`config.mk`:
```
export PLATFORM = sky130hd
export DESIGN_NAME = brtc_cell
export DESIGN_NICKNAME = d
export VERILOG_FILES = /design/src/brtc_pkg.sv /design/src/brtc_cell.sv
export SDC_FILE = /design/constraint.sdc
export NUM_CORES = 1
export LEC_CHECK = 0
export BUFFER_PORTS_ARGS = -buffer_cell sky130_fd_sc_hd__buf_2
export CAP_MARGIN = 5
export CORE_MARGIN = 3
export CORE_UTILIZATION = 51
export CTS_BUF_LIST = sky130_fd_sc_hd__clkbuf_8
export DETAILED_ROUTE_END_ITERATION = 6
export PLACE_DENSITY = 0.82
export SLEW_MARGIN = 20
export SYNTH_ARGS = -nofsm -noshare
export SYNTH_HDL_FRONTEND = slang
export SYNTH_SLANG_ARGS = --single-unit
```
`constraint.sdc`:
```
create_clock -name clk -period 2.55 [get_ports clk]
set_input_delay 0.1275 -clock clk [delete_from_list [all_inputs] [get_ports clk]]
set_output_delay 0.1275 -clock clk [all_outputs]
set_load 0.03 [all_outputs]
```
`src/brtc_pkg.sv`:
```
// package for the block read tile cache
// holds status, action, pending and register codes plus shared cell types
`default_nettype none
package brtc_pkg;
  localparam int unsigned MaxTiles    = 32;
  localparam int unsigned MaxTileLog2 = 5;
  localparam int unsigned AgeLimit    = 2000000000;

  typedef enum logic [2:0] {
    ST_HIT = 3'd0, ST_FILL = 3'd1, ST_DIRECT = 3'd2, ST_OK = 3'd3,
    ST_ROLL = 3'd4, ST_MISHAP = 3'd5, ST_ORDER = 3'd6
  } status_t;

  localparam logic [1:0] ACT_READ = 2'd0;
  localparam logic [1:0] ACT_FILL = 2'd1;
  localparam logic [1:0] ACT_DIRECT = 2'd2;

  localparam logic [1:0] PEND_NONE = 2'd0;
  localparam logic [1:0] PEND_FILL = 2'd1;
  localparam logic [1:0] PEND_DIRECT = 2'd2;

  localparam logic [1:0] REG_DISP = 2'd0;
  localparam logic [1:0] REG_MODE = 2'd1;
  localparam logic [1:0] REG_TILES = 2'd2;
  localparam logic [1:0] REG_SIZE = 2'd3;

  // search token travelling down the cell row
  typedef struct packed {
    logic        hit;
    logic        inv;
    logic [30:0] oldest;
  } scan_t;

  // command broadcast to all cells
  typedef struct packed {
    logic        clr_ages;
    logic        set_age;
    logic        set_tag;
    logic        kill_tag;
    logic        set_aerr;
    logic        set_err;
    logic [30:0] age;
    logic [31:0] tag;
    logic [31:0] err;
  } cmd_t;
endpackage
`default_nettype wire

```
`src/brtc_cell.sv`:
```
// one cache tile: tag, age and remembered failures
// uses brtc_pkg; passes its updated scan token back to the unit's token register
`default_nettype none
module brtc_cell
  import brtc_pkg::*;
(
  input  wire logic        clk,
  input  wire logic        rst,
  input  wire logic        sel,
  input  wire logic        active,
  input  wire cmd_t        cmd,
  input  wire logic        step,
  input  wire logic [31:0] key,
  input  wire logic [31:0] lba,
  input  wire scan_t       scan_in,
  output scan_t            scan_out,
  output logic             here_hit,
  output logic             here_vic,
  output logic             aerr_match,
  output logic             err_match
);
  logic        tag_valid, err_valid, aerr_valid;
  logic [31:0] tag, last_err, last_aerr;
  logic [30:0] age;

  always_comb begin
    here_hit = 1'b0;
    here_vic = 1'b0;
    scan_out = scan_in;
    if (active && !scan_in.hit) begin
      if (tag_valid && tag == key) begin
        here_hit = 1'b1;
        scan_out.hit = 1'b1;
      end else if (!scan_in.inv) begin
        if (!tag_valid) begin
          here_vic = 1'b1;
          scan_out.inv = 1'b1;
        end else if (age < scan_in.oldest) begin
          here_vic = 1'b1;
          scan_out.oldest = age;
        end
      end
    end
    aerr_match = aerr_valid && last_aerr == key;
    err_match  = err_valid && last_err == lba;
  end

  always_ff @(posedge clk) begin
    if (rst) begin
      tag_valid  <= 1'b0;
      err_valid  <= 1'b0;
      aerr_valid <= 1'b0;
      age        <= '0;
    end else if (step) begin
      // the touched tile takes the new stamp even when all ages clear
      if (sel && cmd.set_age) age <= cmd.age;
      else if (cmd.clr_ages && active) age <= '0;
      if (sel) begin
        if (cmd.kill_tag) tag_valid <= 1'b0;
        if (cmd.set_tag) begin
          tag_valid <= 1'b1;
          tag       <= cmd.tag;
        end
        if (cmd.set_aerr) begin
          aerr_valid <= 1'b1;
          last_aerr  <= cmd.tag;
        end
        if (cmd.set_err) begin
          err_valid <= 1'b1;
          last_err  <= cmd.err;
        end
      end
    end
  end
endmodule
`default_nettype wire

```
# == Word level (Yosys, flattened, before mapping) ==
# Cells that the tools add are included.
# totals
regBits,130
input_bits,203
output_inout_bits,37
# op_classes
muxes,18
n_lt_le_gt_ge,1
n_bitwise,1
reduce_logical,16
n_eq_ne,3
# op_table
operator,count
2-to-1 mux 31 bit,4
equality test 32 bit,3
2-to-1 mux 32 bit,2
2-to-1 mux 33 bit,1
less-than comparator 31 bit,1
AND reduction 4 bit,3
2-to-1 mux 1 bit,11
AND reduction 3 bit,3
logical AND 1 bit,6
nonzero test 2 bit,2
AND reduction 2 bit,1
zero test 1 bit,1
NOT 1 bit,1

# == Longest topological paths before layout ==
# depth
depth_word,6
ltp_mapped,10
ltp_nobuf,9

# == Worst setup path after synthesis ==
# No wires, ideal clock.
# synth_timing
path_kind,flip-flop to output port
start,register age[25]
end,output port scan_out[10] (netlist name)
arrival_ns,2.153
slack_ns,0.269
stages_incl_launch_ff,9
path_buffers,1
path_cell_list,dfxtp_1 ha_1 and4_1 or4b_1 o221ai_1 a21oi_2 nand3_4 buf_12 mux2_4
# synth_rtl
item,line,text
start: declaration,brtc_cell.sv:24,logic [30:0] age;
start signal: assignment,brtc_cell.sv:56,if (sel && cmd.set_age) age <= cmd.age;
end: declaration,brtc_cell.sv:16,"output scan_t scan_out,"

==> flow_metrics.tcl <==
set metrics [dict create \
    root_buffer "clkbuf_8" \
    fin_tns_setup_ps -13880 \
    grt_antenna_before_repair 1 \
    worstHoldPathType "in2reg" \
    cp.arrival_ps 2900 \
    design_area_sq_um 9650 \
    place_area_sq_um 7860 \
    end_kind "output pin" \
    gp_congestion 0.900 \
    cp_common_cell "buf_12" \
    crit_family "simple AND/OR/NAND/NOR gates" \
    power.switching_mw 1.22 \
    coreArea_sq_um 12200 \
    track_usage_pct 30.3 \
    die_area_sq_um 14000 \
    yosysUniqueCellTypes 38 \
    ys_seq_elements 130 \
    drt_iter0_drc 447 \
    port_buffers 239 \
    clock_sink_count 130 \
    total_power_mw 4.74 \
    pwr_density_cell_nw_per_um2 492 \
    syn_avg_cell_area_sq_um 13.0 \
    clock_path_buffers 2 \
    hold_viol 0 \
    power_frac_comb_pct 17.5 \
    synth_area_leaders "edfxtp_1, dfxtp_1, xor2_1, mux2_4, ha_1" \
    ir_drop_uv 467 \
    finalSetupViolations 32 \
    drc 0 \
    period_share_pct 119 \
    syn_to_final_growth_pct 50.5 \
    synth_ff_type "edfxtp_1" \
    clk_pin_slew_ps 70 \
    cts_max_level 4 \
    startpoint_type "register" \
    worstPathCellList "ha_4, and4_4, or4b_4, o221ai_2, a21oi_2, nand3_4, buf_12, buf_12, mux2_4, buf_6" \
    max_stage_delay_ps 480 \
    syn_inst 495 \
    syn_area_sq_um 6410 \
    seq_area_frac_synth_pct 55.6 \
    vias_per_cell 5.43 \
    post-route-util_pct 79.4 \
    grt_pass1_vias 6310 \
    period_needed_ps 3020 \
    drive_above_1_share_pct 40.5 \
    wirelength_mm 21.0 \
    clkPwrFrac_pct 32.3 \
    setup_slack_ps -473 \
    io_pins 240 \
    insertion_delay_ps 430 \
    synth_edf_count 96 \
    drv_cap 0 \
    crit_buf_inv 3 \
    maxSlewViolCount 0 \
    critical_path.max_fanout 5 \
    nets 1091 \
    instances_no_fill 1040 \
    timing.hold.ws_ps 89.5 \
    required_ps 2420 \
    ys_warn_count 0 \
    postRouteAntennaNets 0 \
    status "finished with violations" \
    grt_pass1_wl_mm 32.6 \
    grt_max_degree 34 \
    p_int_mw 3.52 \
    cts_tree "done" \
    crit_type "reg2out" \
    dp.cells 901 \
    yosys.area.top_type "edfxtp_1" \
    violations "negative setup slack" \
    swShare_pct 25.8 \
    initial_core_util_pct 52.7 \
    synthesis.nets 728 \
    finClkSkew_ps 0 \
    async_flop_share_pct 0 \
    rows 40 \
    num_vias 5647 \
    worst_slew_pin_slew_ps 637 \
    rsz0062_at_grt "yes" \
    preCtsSetupSlack_ps -11.6 \
    dieHeight_microns 118 \
    cp_slowest_cell "or4b_4" \
    dp_hpwl_mm 12.8 \
    p_seq_share_pct 50.1 \
    numCtsBuffers 17 \
    r2r_setup_slack_ps 1100 \
    power_leakage_nw 4.26 \
    max_freq_ghz 0.331 \
    die_w_microns 118 \
    wl_per_cell_microns 20.2 \
    drtPass1Iterations 5 \
    grt_overflow 0 \
    relSlewSlack_pct 57.1 \
    synth_top_area_share_pct 45.0 \
]
[worst min-delay path, stage by stage]
cell and delay (ps):
buf_2 100, inv_1 130, a21o_1 130
[routing by layer]
metal	wire, microns	track usage, %
met5	0	0
met4	992	16.3
met3	1540	8.42
met2	11500	57.0
met1	6930	29.9
[timing repair]
action,4_1_cts,5_1_grt
hold endpoints to repair,128,0
resized for setup,90,13
gates cloned,3,0
setup buffers,8,2
endpoints found under the setup margin,33,34
hold buffers,97,0
pin swaps,8,8
[path summary, 6_finish.rpt]
| path | from | endpoint | cells after the start |
|---|---|---|---|
| setup / recovery | age[26]$_SDFFE_PP0P_ | scan_out[27] | 10 |
| hold / removal | rst | err_valid$_SDFFE_PP0P_ | 3 |
| hold reg to reg | aerr_valid$_SDFFE_PP0P_ | aerr_valid$_SDFFE_PP0P_ | 1 |
| setup reg to reg | tag_valid$_SDFFE_PP0P_ | tag_valid$_SDFFE_PP0P_ | 6 |
[cell usage in the layout (no fill, tap or decap), types with 13 or more instances in the layout]
cell type	n
a22oi_1	31
buf_2	206
buf_4	16
buf_6	33
clkbuf_8	17
dfxtp_1	24
dlygate4sd3_1	97
edfxtp_1	96
ha_1	25
inv_1	37
mux2_4	31
nand4_1	13
nor2_1	35
nor4_1	13
xnor2_1	32
xor2_1	63
[Yosys cell counts (7+ instances only)]
| cell type | count |
|---|---|
| a21oi_1 | 12 |
| mux2_4 | 30 |
| edfxtp_1 | 96 |
| inv_1 | 33 |
| xor2_1 | 63 |
| xnor2_1 | 32 |
| dfxtp_1 | 34 |
| nand2_1 | 7 |
| nor4_1 | 18 |
| ha_1 | 30 |
| clkbuf_1 | 11 |
| nor2_1 | 35 |
| a22oi_1 | 31 |
| nand4_1 | 13 |
[cell type report]
class | instances | area [sq um]
fill | 687 | 2510
antenna | 1 | 2.50
clock buffer | 17 | 234
clock inverter | 15 | 104
sequential | 130 | 3580
inverter | 33 | 124
multi-input combinational | 318 | 2780
tap | 168 | 210
timing repair buffer | 358 | 2620
[power groups by stage]
stage / Clock [mW] / Combinational, mW / Sequential, mW
2_1_floorplan: 0 / 0.321 / 2.41
3_3_place_gp: 0 / 0.588 / 2.42
3_5_place_dp: 0 / 0.610 / 2.42
4_1_cts: 1.55 / 0.792 / 2.38
5_1_grt: 1.66 / 0.887 / 2.38
6_report: 1.53 / 0.832 / 2.38
[flip-flops by register name, summed over array words and instances, names as in the netlist]
register    count
last_err       32
last_aerr      32
tag            32
err_valid       1
tag_valid       1
aerr_valid      1
age            31
[logic make-up after synthesis]
logic type               Yosys count  synth area share, %
flip-flops                       130                 55.6
AO/OA/AOI/OAI                     65                 6.99
AND/OR/NAND/NOR                   97                 7.90
adder cells (fa/ha/maj)           30                 5.85
XOR/XNOR                          95                 13.0
buffers and inverters             47                 3.51
multiplexers                      31                 7.20
Note: power is estimated with default switching activity, not from simulation.
